**config.mk**
```make
export PLATFORM = sky130hd
export DESIGN_NAME = hsv_to_rgb_converter_unit_flat
export DESIGN_NICKNAME = d
export VERILOG_FILES = /design/src/design/hsv2rgb_pkg.sv /design/src/design/hsv2rgb_if.sv /design/src/design/hsv2rgb_sector_stage.sv /design/src/design/hsv2rgb_scale_stage.sv /design/src/design/hsv2rgb_mult_stage.sv /design/src/design/hsv2rgb_select_stage.sv /design/src/design/hsv_to_rgb_converter_unit.sv /design/src/flat_wrapper.sv
export SDC_FILE = /design/constraint.sdc
export NUM_CORES = 2
export LEC_CHECK = 0
export BUFFER_PORTS_ARGS = -buffer_cell sky130_fd_sc_hd__buf_2
export CORE_UTILIZATION = 50
export DETAILED_ROUTE_END_ITERATION = 16
export PLACE_DENSITY = 0.66
export SLEW_MARGIN = 0
export SYNTH_ARGS = -nofsm -noshare
export SYNTH_HDL_FRONTEND = slang
export SYNTH_HIERARCHICAL = 1
export SYNTH_SLANG_ARGS = --single-unit
```
**constraint.sdc**
```tcl
create_clock -name clk -period 10.8 [get_ports clk]
set_input_delay 2.16 -clock clk [delete_from_list [all_inputs] [get_ports clk]]
set_output_delay 2.16 -clock clk [all_outputs]
set_load 0.005 [all_outputs]
```
**src/design/hsv2rgb_pkg.sv**
```systemverilog
// Package for the HSV to RGB converter: field widths, fixed-point constants,
// sector codes and the payload structs passed between pipeline stages.
// No dependencies.
package hsv2rgb_pkg;

    localparam int unsigned HUE_W  = 9;
    localparam int unsigned CH_W   = 8;
    localparam int unsigned FRAC_W = 6;
    localparam int unsigned NUM_W  = 14;
    localparam int unsigned PP_W   = 2 * CH_W;
    localparam int unsigned QP_W   = CH_W + NUM_W;

    localparam logic [HUE_W-1:0]  HUE_FULL   = 9'd360;
    localparam logic [HUE_W-1:0]  SECTOR_DEG = 9'd60;
    localparam logic [CH_W-1:0]   CH_MAX     = 8'd255;
    localparam logic [NUM_W-1:0]  FRAC_SCALE = 14'd15300;

    // floor(x / 255) = (x * P_RECIP) >> 24 for x < 2**16
    localparam logic [16:0]       P_RECIP = 17'd65794;
    localparam int unsigned       P_MUL_W = PP_W + 17;
    // floor(x / 15300) = (x * Q_RECIP) >> 36 for x < 2**22
    localparam logic [22:0]       Q_RECIP = 23'd4491470;
    localparam int unsigned       Q_MUL_W = QP_W + 23;

    typedef enum logic [2:0] {
        SEC_RED_YEL  = 3'd0,
        SEC_YEL_GRN  = 3'd1,
        SEC_GRN_CYN  = 3'd2,
        SEC_CYN_BLU  = 3'd3,
        SEC_BLU_MAG  = 3'd4,
        SEC_MAG_RED  = 3'd5
    } sector_t;

    typedef struct packed {
        sector_t           sector;
        logic [FRAC_W-1:0] frac;
        logic [CH_W-1:0]   sat;
        logic [CH_W-1:0]   val;
    } sect_data_t;

    typedef struct packed {
        sector_t          sector;
        logic [CH_W-1:0]  val;
        logic [NUM_W-1:0] q_num;
        logic [NUM_W-1:0] t_num;
        logic [PP_W-1:0]  p_prod;
    } scale_data_t;

    typedef struct packed {
        sector_t         sector;
        logic [CH_W-1:0] val;
        logic [QP_W-1:0] q_prod;
        logic [QP_W-1:0] t_prod;
        logic [CH_W-1:0] p;
    } mult_data_t;

endpackage

```
**src/design/hsv2rgb_if.sv**
```systemverilog
// Channel interfaces of the HSV to RGB converter: HSV pixel in, RGB pixel out.
// Depends on hsv2rgb_pkg.
interface hsv2rgb_hsv_if;
    import hsv2rgb_pkg::*;

    logic              valid;
    logic              ready;
    logic [HUE_W-1:0]  hue;
    logic [CH_W-1:0]   saturation;
    logic [CH_W-1:0]   brightness;

    modport source (output valid, hue, saturation, brightness, input ready);
    modport sink   (input valid, hue, saturation, brightness, output ready);
endinterface

interface hsv2rgb_rgb_if;
    import hsv2rgb_pkg::*;

    logic            valid;
    logic            ready;
    logic [CH_W-1:0] red;
    logic [CH_W-1:0] green;
    logic [CH_W-1:0] blue;

    modport source (output valid, red, green, blue, input ready);
    modport sink   (input valid, red, green, blue, output ready);
endinterface

```
**src/design/hsv2rgb_sector_stage.sv**
```systemverilog
// Stage 1: fold hue into 0..359 and split it into sector and fraction.
// Depends on hsv2rgb_pkg and the channel interfaces.
module hsv2rgb_sector_stage (
    input  logic                    clk,
    input  logic                    rst_n,
    hsv2rgb_hsv_if.sink             pix_in,
    output logic                    dn_valid,
    input  logic                    dn_ready,
    output hsv2rgb_pkg::sect_data_t dn_data
);
    import hsv2rgb_pkg::*;

    logic             valid_reg;
    sect_data_t       data_reg;
    sect_data_t       data_next;
    logic [HUE_W-1:0] hue_fold;
    logic [HUE_W-1:0] frac_full;

    assign pix_in.ready = !valid_reg || dn_ready;

    always_comb
    begin
        hue_fold = (pix_in.hue >= HUE_FULL) ? (pix_in.hue - HUE_FULL) : pix_in.hue;
        priority if (hue_fold >= 9'(5 * SECTOR_DEG))
        begin
            data_next.sector = SEC_MAG_RED;
            frac_full        = hue_fold - 9'(5 * SECTOR_DEG);
        end
        else if (hue_fold >= 9'(4 * SECTOR_DEG))
        begin
            data_next.sector = SEC_BLU_MAG;
            frac_full        = hue_fold - 9'(4 * SECTOR_DEG);
        end
        else if (hue_fold >= 9'(3 * SECTOR_DEG))
        begin
            data_next.sector = SEC_CYN_BLU;
            frac_full        = hue_fold - 9'(3 * SECTOR_DEG);
        end
        else if (hue_fold >= 9'(2 * SECTOR_DEG))
        begin
            data_next.sector = SEC_GRN_CYN;
            frac_full        = hue_fold - 9'(2 * SECTOR_DEG);
        end
        else if (hue_fold >= SECTOR_DEG)
        begin
            data_next.sector = SEC_YEL_GRN;
            frac_full        = hue_fold - SECTOR_DEG;
        end
        else
        begin
            data_next.sector = SEC_RED_YEL;
            frac_full        = hue_fold;
        end
        data_next.frac = frac_full[FRAC_W-1:0];
        data_next.sat  = pix_in.saturation;
        data_next.val  = pix_in.brightness;
    end

    always_ff @(posedge clk or negedge rst_n)
    begin
        if (!rst_n)
        begin
            valid_reg <= 1'b0;
        end
        else if (pix_in.ready)
        begin
            valid_reg <= pix_in.valid;
        end
    end

    always_ff @(posedge clk)
    begin
        if (pix_in.valid && pix_in.ready)
        begin
            data_reg <= data_next;
        end
    end

    assign dn_valid = valid_reg;
    assign dn_data  = data_reg;
endmodule

```
**src/design/hsv2rgb_scale_stage.sv**
```systemverilog
// Stage 2: form the saturation products and the p numerator.
// Depends on hsv2rgb_pkg.
module hsv2rgb_scale_stage (
    input  logic                     clk,
    input  logic                     rst_n,
    input  logic                     up_valid,
    output logic                     up_ready,
    input  hsv2rgb_pkg::sect_data_t  up_data,
    output logic                     dn_valid,
    input  logic                     dn_ready,
    output hsv2rgb_pkg::scale_data_t dn_data
);
    import hsv2rgb_pkg::*;

    logic              valid_reg;
    scale_data_t       data_reg;
    scale_data_t       data_next;
    logic [FRAC_W-1:0] frac_rest;
    logic [NUM_W-1:0]  s_frac;
    logic [NUM_W-1:0]  s_rest;

    assign up_ready = !valid_reg || dn_ready;

    always_comb
    begin
        frac_rest = FRAC_W'(SECTOR_DEG) - up_data.frac;
        s_frac    = NUM_W'(up_data.sat) * NUM_W'(up_data.frac);
        s_rest    = NUM_W'(up_data.sat) * NUM_W'(frac_rest);
        data_next.sector = up_data.sector;
        data_next.val    = up_data.val;
        data_next.q_num  = FRAC_SCALE - s_frac;
        data_next.t_num  = FRAC_SCALE - s_rest;
        data_next.p_prod = PP_W'(up_data.val) * PP_W'(CH_MAX - up_data.sat);
    end

    always_ff @(posedge clk or negedge rst_n)
    begin
        if (!rst_n)
        begin
            valid_reg <= 1'b0;
        end
        else if (up_ready)
        begin
            valid_reg <= up_valid;
        end
    end

    always_ff @(posedge clk)
    begin
        if (up_valid && up_ready)
        begin
            data_reg <= data_next;
        end
    end

    assign dn_valid = valid_reg;
    assign dn_data  = data_reg;
endmodule

```
**src/design/hsv2rgb_mult_stage.sv**
```systemverilog
// Stage 3: scale the q and t numerators by value and divide p by 255.
// Depends on hsv2rgb_pkg.
module hsv2rgb_mult_stage (
    input  logic                     clk,
    input  logic                     rst_n,
    input  logic                     up_valid,
    output logic                     up_ready,
    input  hsv2rgb_pkg::scale_data_t up_data,
    output logic                     dn_valid,
    input  logic                     dn_ready,
    output hsv2rgb_pkg::mult_data_t  dn_data
);
    import hsv2rgb_pkg::*;

    logic               valid_reg;
    mult_data_t         data_reg;
    mult_data_t         data_next;
    logic [P_MUL_W-1:0] p_mul;

    assign up_ready = !valid_reg || dn_ready;

    always_comb
    begin
        p_mul = P_MUL_W'(up_data.p_prod) * P_MUL_W'(P_RECIP);
        data_next.sector = up_data.sector;
        data_next.val    = up_data.val;
        data_next.q_prod = QP_W'(up_data.val) * QP_W'(up_data.q_num);
        data_next.t_prod = QP_W'(up_data.val) * QP_W'(up_data.t_num);
        data_next.p      = p_mul[31:24];
    end

    always_ff @(posedge clk or negedge rst_n)
    begin
        if (!rst_n)
        begin
            valid_reg <= 1'b0;
        end
        else if (up_ready)
        begin
            valid_reg <= up_valid;
        end
    end

    always_ff @(posedge clk)
    begin
        if (up_valid && up_ready)
        begin
            data_reg <= data_next;
        end
    end

    assign dn_valid = valid_reg;
    assign dn_data  = data_reg;
endmodule

```
**src/design/hsv2rgb_select_stage.sv**
```systemverilog
// Stage 4: divide q and t by 15300 and route p, q, t, v to the channels.
// Depends on hsv2rgb_pkg and the channel interfaces.
module hsv2rgb_select_stage (
    input  logic                    clk,
    input  logic                    rst_n,
    input  logic                    up_valid,
    output logic                    up_ready,
    input  hsv2rgb_pkg::mult_data_t up_data,
    hsv2rgb_rgb_if.source           pix_out
);
    import hsv2rgb_pkg::*;

    logic               valid_reg;
    logic [CH_W-1:0]    red_reg;
    logic [CH_W-1:0]    green_reg;
    logic [CH_W-1:0]    blue_reg;
    logic [CH_W-1:0]    red_next;
    logic [CH_W-1:0]    green_next;
    logic [CH_W-1:0]    blue_next;
    logic [Q_MUL_W-1:0] q_mul;
    logic [Q_MUL_W-1:0] t_mul;
    logic [CH_W-1:0]    q;
    logic [CH_W-1:0]    t;
    logic [CH_W-1:0]    p;
    logic [CH_W-1:0]    v;

    assign up_ready = !valid_reg || pix_out.ready;

    always_comb
    begin
        q_mul = Q_MUL_W'(up_data.q_prod) * Q_MUL_W'(Q_RECIP);
        t_mul = Q_MUL_W'(up_data.t_prod) * Q_MUL_W'(Q_RECIP);
        q     = q_mul[43:36];
        t     = t_mul[43:36];
        p     = up_data.p;
        v     = up_data.val;
        unique case (up_data.sector)
            SEC_RED_YEL: begin red_next = v; green_next = t; blue_next = p; end
            SEC_YEL_GRN: begin red_next = q; green_next = v; blue_next = p; end
            SEC_GRN_CYN: begin red_next = p; green_next = v; blue_next = t; end
            SEC_CYN_BLU: begin red_next = p; green_next = q; blue_next = v; end
            SEC_BLU_MAG: begin red_next = t; green_next = p; blue_next = v; end
            default:     begin red_next = v; green_next = p; blue_next = q; end
        endcase
    end

    always_ff @(posedge clk or negedge rst_n)
    begin
        if (!rst_n)
        begin
            valid_reg <= 1'b0;
        end
        else if (up_ready)
        begin
            valid_reg <= up_valid;
        end
    end

    always_ff @(posedge clk)
    begin
        if (up_valid && up_ready)
        begin
            red_reg   <= red_next;
            green_reg <= green_next;
            blue_reg  <= blue_next;
        end
    end

    assign pix_out.valid = valid_reg;
    assign pix_out.red   = red_reg;
    assign pix_out.green = green_reg;
    assign pix_out.blue  = blue_reg;
endmodule

```
**src/design/hsv_to_rgb_converter_unit.sv**
```systemverilog
// HSV to RGB converter, top level: four-stage pipeline.
// Depends on hsv2rgb_pkg, the channel interfaces and the four stage modules.
//
// Usage:
//   pix_in carries one pixel per transfer: hue in degrees (0..360, 360 is
//   taken as 0; larger codes have 360 taken off once), saturation and
//   brightness as n/255. pix_out returns red, green and blue, truncated.
//   Both channels transfer when valid and ready are high at a clock edge.
// Path: a pixel is registered by the sector, scale, mult and select stages.
// Throughput: one pixel per cycle while pix_out is taken; the multipliers
//   are split over stages 2 to 4 (saturation products, value products,
//   reciprocal divides).
// Stall: each stage holds its item while the next stage is full, so an
//   empty stage still takes a pixel; pix_in.ready drops only once all four
//   stages hold a pixel and pix_out is not taken.
// Reset: rst_n clears all stage valid bits at once; the pipeline is empty
//   and ready as soon as reset is released.
module hsv_to_rgb_converter_unit (
    input  logic          clk,
    input  logic          rst_n,
    hsv2rgb_hsv_if.sink   pix_in,
    hsv2rgb_rgb_if.source pix_out
);
    import hsv2rgb_pkg::*;

    logic        s1_valid;
    logic        s1_ready;
    sect_data_t  s1_data;
    logic        s2_valid;
    logic        s2_ready;
    scale_data_t s2_data;
    logic        s3_valid;
    logic        s3_ready;
    mult_data_t  s3_data;

    hsv2rgb_sector_stage u_sector (
        .clk      (clk),
        .rst_n    (rst_n),
        .pix_in   (pix_in),
        .dn_valid (s1_valid),
        .dn_ready (s1_ready),
        .dn_data  (s1_data)
    );

    hsv2rgb_scale_stage u_scale (
        .clk      (clk),
        .rst_n    (rst_n),
        .up_valid (s1_valid),
        .up_ready (s1_ready),
        .up_data  (s1_data),
        .dn_valid (s2_valid),
        .dn_ready (s2_ready),
        .dn_data  (s2_data)
    );

    hsv2rgb_mult_stage u_mult (
        .clk      (clk),
        .rst_n    (rst_n),
        .up_valid (s2_valid),
        .up_ready (s2_ready),
        .up_data  (s2_data),
        .dn_valid (s3_valid),
        .dn_ready (s3_ready),
        .dn_data  (s3_data)
    );

    hsv2rgb_select_stage u_select (
        .clk      (clk),
        .rst_n    (rst_n),
        .up_valid (s3_valid),
        .up_ready (s3_ready),
        .up_data  (s3_data),
        .pix_out  (pix_out)
    );

`ifndef SYNTH
    a_s1_hold: assert property (@(posedge clk) disable iff (!rst_n)
        (s1_valid && !s1_ready) |=> (s1_valid && $stable(s1_data)))
        else $error("stage 1 item changed while stalled");

    a_s3_hold: assert property (@(posedge clk) disable iff (!rst_n)
        (s3_valid && !s3_ready) |=> (s3_valid && $stable(s3_data)))
        else $error("stage 3 item changed while stalled");

    a_full_backpressure: assert property (@(posedge clk) disable iff (!rst_n)
        (s1_valid && s2_valid && s3_valid && pix_out.valid && !pix_out.ready)
        |-> !pix_in.ready)
        else $error("input taken with full, stalled pipeline");

    a_p_bound: assert property (@(posedge clk) disable iff (!rst_n)
        s3_valid |-> (s3_data.p <= s3_data.val))
        else $error("p exceeds value");
`endif
endmodule
```
**src/flat_wrapper.sv**
```systemverilog
// flat-port wrapper written by rule: the top's interface ports become plain ports
module hsv_to_rgb_converter_unit_flat import hsv2rgb_pkg::*;
  (clk, rst_n, pix_in_valid, pix_in_hue, pix_in_saturation, pix_in_brightness, pix_in_ready, pix_out_valid, pix_out_red, pix_out_green, pix_out_blue, pix_out_ready);
  hsv2rgb_hsv_if pix_in_i ();
  hsv2rgb_rgb_if pix_out_i ();
  input  logic clk;
  input  logic rst_n;
  input wire logic [$bits(pix_in_i.valid)-1:0] pix_in_valid;
  input wire logic [$bits(pix_in_i.hue)-1:0] pix_in_hue;
  input wire logic [$bits(pix_in_i.saturation)-1:0] pix_in_saturation;
  input wire logic [$bits(pix_in_i.brightness)-1:0] pix_in_brightness;
  output wire logic [$bits(pix_in_i.ready)-1:0] pix_in_ready;
  output wire logic [$bits(pix_out_i.valid)-1:0] pix_out_valid;
  output wire logic [$bits(pix_out_i.red)-1:0] pix_out_red;
  output wire logic [$bits(pix_out_i.green)-1:0] pix_out_green;
  output wire logic [$bits(pix_out_i.blue)-1:0] pix_out_blue;
  input wire logic [$bits(pix_out_i.ready)-1:0] pix_out_ready;
  assign pix_in_i.valid = pix_in_valid;
  assign pix_in_i.hue = pix_in_hue;
  assign pix_in_i.saturation = pix_in_saturation;
  assign pix_in_i.brightness = pix_in_brightness;
  assign pix_in_ready = pix_in_i.ready;
  assign pix_out_valid = pix_out_i.valid;
  assign pix_out_red = pix_out_i.red;
  assign pix_out_green = pix_out_i.green;
  assign pix_out_blue = pix_out_i.blue;
  assign pix_out_i.ready = pix_out_ready;
  hsv_to_rgb_converter_unit u_core (.clk(clk), .rst_n(rst_n), .pix_in(pix_in_i), .pix_out(pix_out_i));
endmodule
```
# [After elaboration in Yosys (flattened, before gate mapping)]
# Index checks and enable logic that the tools add are counted.
[word_totals] ff_bits=171 inputBits=29 word_cells=81
[classes] add_sub_neg=10 mul=8 n_lt_le_gt_ge=6 eq_ne=4 mux=13 reduce_logical=18
[ops] operator="$mul A22 B22 Y43 const B" count=2
[ops] operator="$pmux W8 S3" count=3
[ops] operator="$mul A8 B14 Y22" count=2
[ops] operator="$mul A16 B16 Y31 const B" count=1
[ops] operator="$mux W6" count=5
[ops] operator="$sub A6 B6 Y6 const B" count=5
[ops] operator="$mul A8 B6 Y14" count=2
[ops] operator="$sub A14 B14 Y14 const A" count=2
[ops] operator="$ge A9 B8 Y1 const B" count=2
[ops] operator="$ge A9 B9 Y1 const B" count=2
[ops] operator="$mul A9 B9 Y16" count=1
[ops] operator="$reduce_or A2 Y1" count=5
[ops] operator="$ge A9 B6 Y1 const B" count=1
[ops] operator="$ge A9 B7 Y1 const B" count=1
[ops] operator="$mux W9" count=1
[ops] operator="$sub A8 B8 Y9 const A" count=1
[ops] operator="$sub A9 B9 Y9 const B" count=1
[ops] operator="$eq A3 B2 Y1 const B" count=2
[ops] operator="$sub A6 B6 Y6 const A" count=1
[ops] operator="$logic_and A1 B1 Y1" count=4
[ops] operator="$logic_not A1 Y1" count=4
[ops] operator="$logic_or A1 B1 Y1" count=4
[ops] operator="$mux W2" count=2
[ops] operator="$eq A3 B1 Y1 const B" count=1
[ops] operator="3 further kinds" count=4

# [Logic depth before layout (Yosys ltp)]
[depth] depth_word=8 ltp_mapped=21 depth_no_buf=21

# [Hierarchy]
# Netlist, hierarchy kept.
[by_module_without_submodules] mod="hsv2rgb_select_stage" instances=1 cells_each=1440 area_per_inst_um2=14403.8
[by_module_without_submodules] mod="hsv2rgb_mult_stage" instances=1 cells_each=1035 area_per_inst_um2=10282.4
[by_module_without_submodules] mod="hsv2rgb_scale_stage" instances=1 cells_each=724 area_per_inst_um2=7250.7
[by_module_without_submodules] mod="hsv2rgb_sector_stage" instances=1 cells_each=132 area_per_inst_um2=1520.2

# [Worst setup path before layout]
# No wires, ideal clock.
[synth_timing] path_type="register to register" from="register u_core.u_mult.data_reg, in the netlist u_core/u_mult/dn_data[21]" to="register u_core.u_select.green_reg[7] (netlist: u_core/u_select/pix_out.green[7]) (data pin)" arrival_time_ps=5717 setup_slack_ps=4895 path_stages_with_launch=22 period_less_slack_ps=5905 path_cell_list="edfxtp_1 ha_1 fa_1 inv_1 fa_1 inv_1 ha_1 inv_1 fa_1 inv_1 fa_1 fa_1 ha_1 nand2_1 nor4_2 a31oi_1 o22ai_1 a41oi_2 o21ai_0 xnor2_1 nor2_1 o41ai_1"
[synth_between] elab_chain_len=2
[synth_rtl] element="start, declared" line_no="hsv2rgb_mult_stage.sv:16" source="mult_data_t data_reg;"
[synth_rtl] element="start signal, assigned" line_no="hsv2rgb_mult_stage.sv:48" source="data_reg <= data_next;"
[synth_rtl] element="$mul A22 B22 Y43" line_no="hsv2rgb_select_stage.sv:32" source="t_mul = Q_MUL_W'(up_data.t_prod) * Q_MUL_W'(Q_RECIP);"
[synth_rtl] element="$pmux W8 S3" line_no="hsv2rgb_select_stage.sv:37" source="unique case (up_data.sector)"
[synth_rtl] element="via u_core.u_select.green_next[7]" line_no="hsv2rgb_select_stage.sv:18" source="logic [CH_W-1:0] green_next;"
[synth_rtl] element="end signal, assigned" line_no="hsv2rgb_select_stage.sv:64" source="green_reg <= green_next;"
[synth_rtl] element="end, declared" line_no="hsv2rgb_select_stage.sv:15" source="logic [CH_W-1:0] green_reg;"
# The timed path passes the listed nets, and every way through them passes these cells.
# A chain may end at the register's enable or synchronous reset.

# [Worst setup path in the final report]
[layout_timing] from="register u_core.u_mult.data_reg, in the netlist u_core/u_mult/dn_data[22]" to="register u_core.u_select.green_reg[7] (netlist: u_core/u_select/pix_out.green[7]) (data pin)"
# The elaborated chain is that of the path after synthesis.

==> impl_metrics.csv <==
group,metric,value,unit
cts,cts_tree,"yes",
die,ios,55,
detailed_routing,drt_iter0_drc,1378,
cts,cts_buffers,17,
setup_path,critical_path.max_stage_delay,0.59,ns
placed_design,place.gp.congestion,0.907,
setup_path,rrSetupSlack,3.82,ns
synth,synth_edf_count,166,
finish,drive_gt1_share,4.42,%
finish,syn_to_final_growth,5.32,%
detailed_routing,drc,10,
setup_path,startpoint_type,"flop",
die,start_util,50.7,%
synth,synthFlopType,"edfxtp_1",
die,core,66000,µm²
setup_path,r2r-start,"u_core/u_mult/dn_data[22]",
synth,synth-seq-cells,170,
run_status,failed_checks,"design-rule violations",
timing,finalCritPeriodShare,64.6,%
global_routing,grt_overflow_total,0,
timing,rsz0062_at_grt,"false",
synth,synth_cell_types,94,
timing,setup_viol,0,
detailed_routing,antenna_left,0,
global_routing,grt_start_max_net_pins,64,
die,die_area,68000,µm²
detailed_routing,via_per_inst,5.44,
timing,fin_crit,6.98,ns
timing,whs,0.449,ns
detailed_routing,totalWireLength,72100,µm
setup_path,crit_fanout,7,
timing,fmax,143,MHz
run,drv_cap,0,
synth,syn_inst,3331,
setup_path,crit_path_frequent_cell,"fa_1",
cts,ctsHtreeMaxLevel,4,
timing,relSlewSlack,25.2,%
detailed_routing,vias,23000,
setup_path,cp-end-kind,"flop",
synth,async_reset_ff_share,2.35,%
global_routing,grt_pass1_wl,120000,µm
synth,seq_area_frac_synth,15.2,%
finish,diodes,0,
synth,ys_warn_count,6,
synth,syn_nets,4487,
finish,largest_reg_flops,63,
placed_design,placed_area,34700,µm²
cts,cts.clk_slew.worst_paths,0.08,ns
cts,holdBufCountCts,0,
cts,ctsResizeCount,0,
cts,cts_root_buf,"clkbuf_16",
global_routing,track_usage,22.4,%
die,die_h,261,µm
global_routing,antenna_found_initial,1,
worst_hold_path,hold_path.class,"reg -> reg",
placed_design,hpwlAfterDp,59700,µm
setup_path,slowest_stage,"edfxtp_1",
cts,postCtsSetupBuffers,0,
die,row_count,94,
timing,fin_worst_skew,0.0170,ns
setup_path,worstSetupPathType,"reg -> reg",
global_routing,grt_pass1_vias,23400,
finish,nNetsFinal,4516,
die,fp.dieW,261,µm
timing,hold_viol,0,
synth,avgSynthCellArea,10.0,µm²
timing,tightest_slew,1.12,ns
cts,clkLatencyLatePin,0.49,ns
synth,synth_area,33500,µm²
setup_path,path_cells,"ha_1 > fa_1 > inv_1 > fa_1 > inv_1 > ha_1 > inv_1 > fa_1 > inv_1 > fa_1 > fa_1 > ha_1 > nand2_1 > nor4_2 > a31oi_1 > o22ai_1 > a41oi_2 > o21ai_0 > xnor2_1 > nor2_1 > o41ai_1",
detailed_routing,firstDrtPassIters,12,
cts,clockBufferDepth,2,
worst_hold_path,min_from,"u_core/u_sector/dn_data[23]",
detailed_routing,avgRoutedWirePerCell,17.0,µm
timing,setup_tns,0,ns
placed_design,port_buffers,54,
run_status,outcome,"complete, but fails checks",
setup_path,cp.arrival,7.27,ns
setup_path,crit_start,"u_core/u_mult/dn_data[22]",
timing,drv_slew,0,
cts,clock_sinks,170,
finish,final_cell_area,35200,µm²
setup_path,crit_required,11.09,ns
## layout make-up
type | count | area (µm²)
Clock buffer | 17 | 425
Clock inverter | 15 | 149
Fill cell | 5916 | 30700
Inverter | 674 | 2530
Multi-Input combinational cell | 2431 | 25600
Sequential cell | 170 | 5080
Tap cell | 864 | 1080
Timing Repair Buffer | 66 | 360
## cells in the mapped netlist (4+ instances only)
| library cell | n | share of area, % |
|---|---|---|
| a2111oi_0 | 4 | 0.10 |
| a211oi_1 | 26 | 0.58 |
| a211oi_2 | 4 | 0.15 |
| a21o_1 | 28 | 0.63 |
| a21oi_1 | 125 | 1.9 |
| a21oi_2 | 4 | 0.10 |
| a221oi_1 | 5 | 0.13 |
| a22oi_1 | 5 | 0.11 |
| a311oi_1 | 6 | 0.16 |
| a31oi_1 | 15 | 0.28 |
| and2_1 | 221 | 4.1 |
| and3_1 | 14 | 0.26 |
| buf_2 | 4 | 0.060 |
| clkbuf_1 | 46 | 0.52 |
| dfrtp_1 | 4 | 0.30 |
| edfxtp_1 | 166 | 15 |
| fa_1 | 455 | 27 |
| ha_1 | 672 | 25 |
| inv_1 | 673 | 7.6 |
| mux2i_1 | 13 | 0.39 |
| nand2_1 | 198 | 2.2 |
| nand2b_1 | 44 | 0.82 |
| nand3_1 | 34 | 0.51 |
| nand4_1 | 24 | 0.45 |
| nor2_1 | 98 | 1.1 |
| nor2b_1 | 50 | 0.93 |
| nor3_1 | 30 | 0.45 |
| nor4_1 | 5 | 0.093 |
| o2111ai_1 | 11 | 0.29 |
| o211ai_1 | 19 | 0.43 |
| o21a_1 | 16 | 0.36 |
| o21ai_0 | 72 | 1.1 |
| o21ai_1 | 8 | 0.12 |
| o21bai_1 | 13 | 0.29 |
| o22ai_1 | 10 | 0.19 |
| o31ai_1 | 9 | 0.20 |
| or3_1 | 4 | 0.075 |
| xnor2_1 | 71 | 1.9 |
| xor2_1 | 27 | 0.71 |
## critical path: cells and delay by family (launching register included)
family,cells,cell delay (ns)
compound gates,5,1.61
xor+xnor,1,0.21
fa+ha+maj,8,3.41
buf+inv,4,0.21
flops,1,0.59
simple gates,3,0.75
## stage by stage
stage,setup WS [ns],instances,util (%)
after floorplan,4.89,3331,-
after global placement,4.04,4205,52.5
after detailed placement,4.03,4205,52.5
after CTS,3.97,4237,53.4
after global routing,3.55,4237,53.4
final,3.82,4237,53.4
## kinds of logic after synthesis
family | after synthesis | synth area share (%)
adders and majority gates | 1127 | 52.4
and+or+nand+nor | 740 | 11.6
buffers and inverters | 730 | 8.28
AOI/OAI and AO/OA | 450 | 9.46
DFF | 170 | 15.2
xor gates and xnor gates | 99 | 2.65
muxes | 15 | 0.456
## per-layer routing
metal  vias up  global-route usage (%)  part of all wire, %
met5         -                       0                    0
met1     11400                    32.2                   48
met2       497                    35.2                   45
met4         0                    5.57                  1.6
li1      11100                       -                    -
met3        64                    3.40                  4.7
## path summary, 6_finish.rpt
check / end / cells after the start
max: u_core/u_select/pix_out.green[7] / 21
max in group asynchronous: u_core/u_scale/dn_valid / 1
min: u_core/u_scale/dn_data[53] / 0
min reg2reg: u_core/u_scale/dn_data[53] / 0
min in group asynchronous: u_core/u_select/pix_out.valid / 1
max reg2reg: u_core/u_select/pix_out.green[7] / 21
## placed cells by master (no fill, tap or decap), drive strengths merged, types with 25 or more instances in the layout
cell,instances
inv,683
ha,672
fa,455
and2,221
nand2,198
edfxtp,166
a21oi,129
nor2,98
o21ai,82
xnor2,72
buf,66
nor2b,50
nand2b,44
nand3,34
nor3,31
a21o,30
a211oi,30
xor2,27
nand4,25
Power is left out: the tool's default activity adds up to more than one toggle a clock period on the data nets, which glitch-free logic cannot reach.
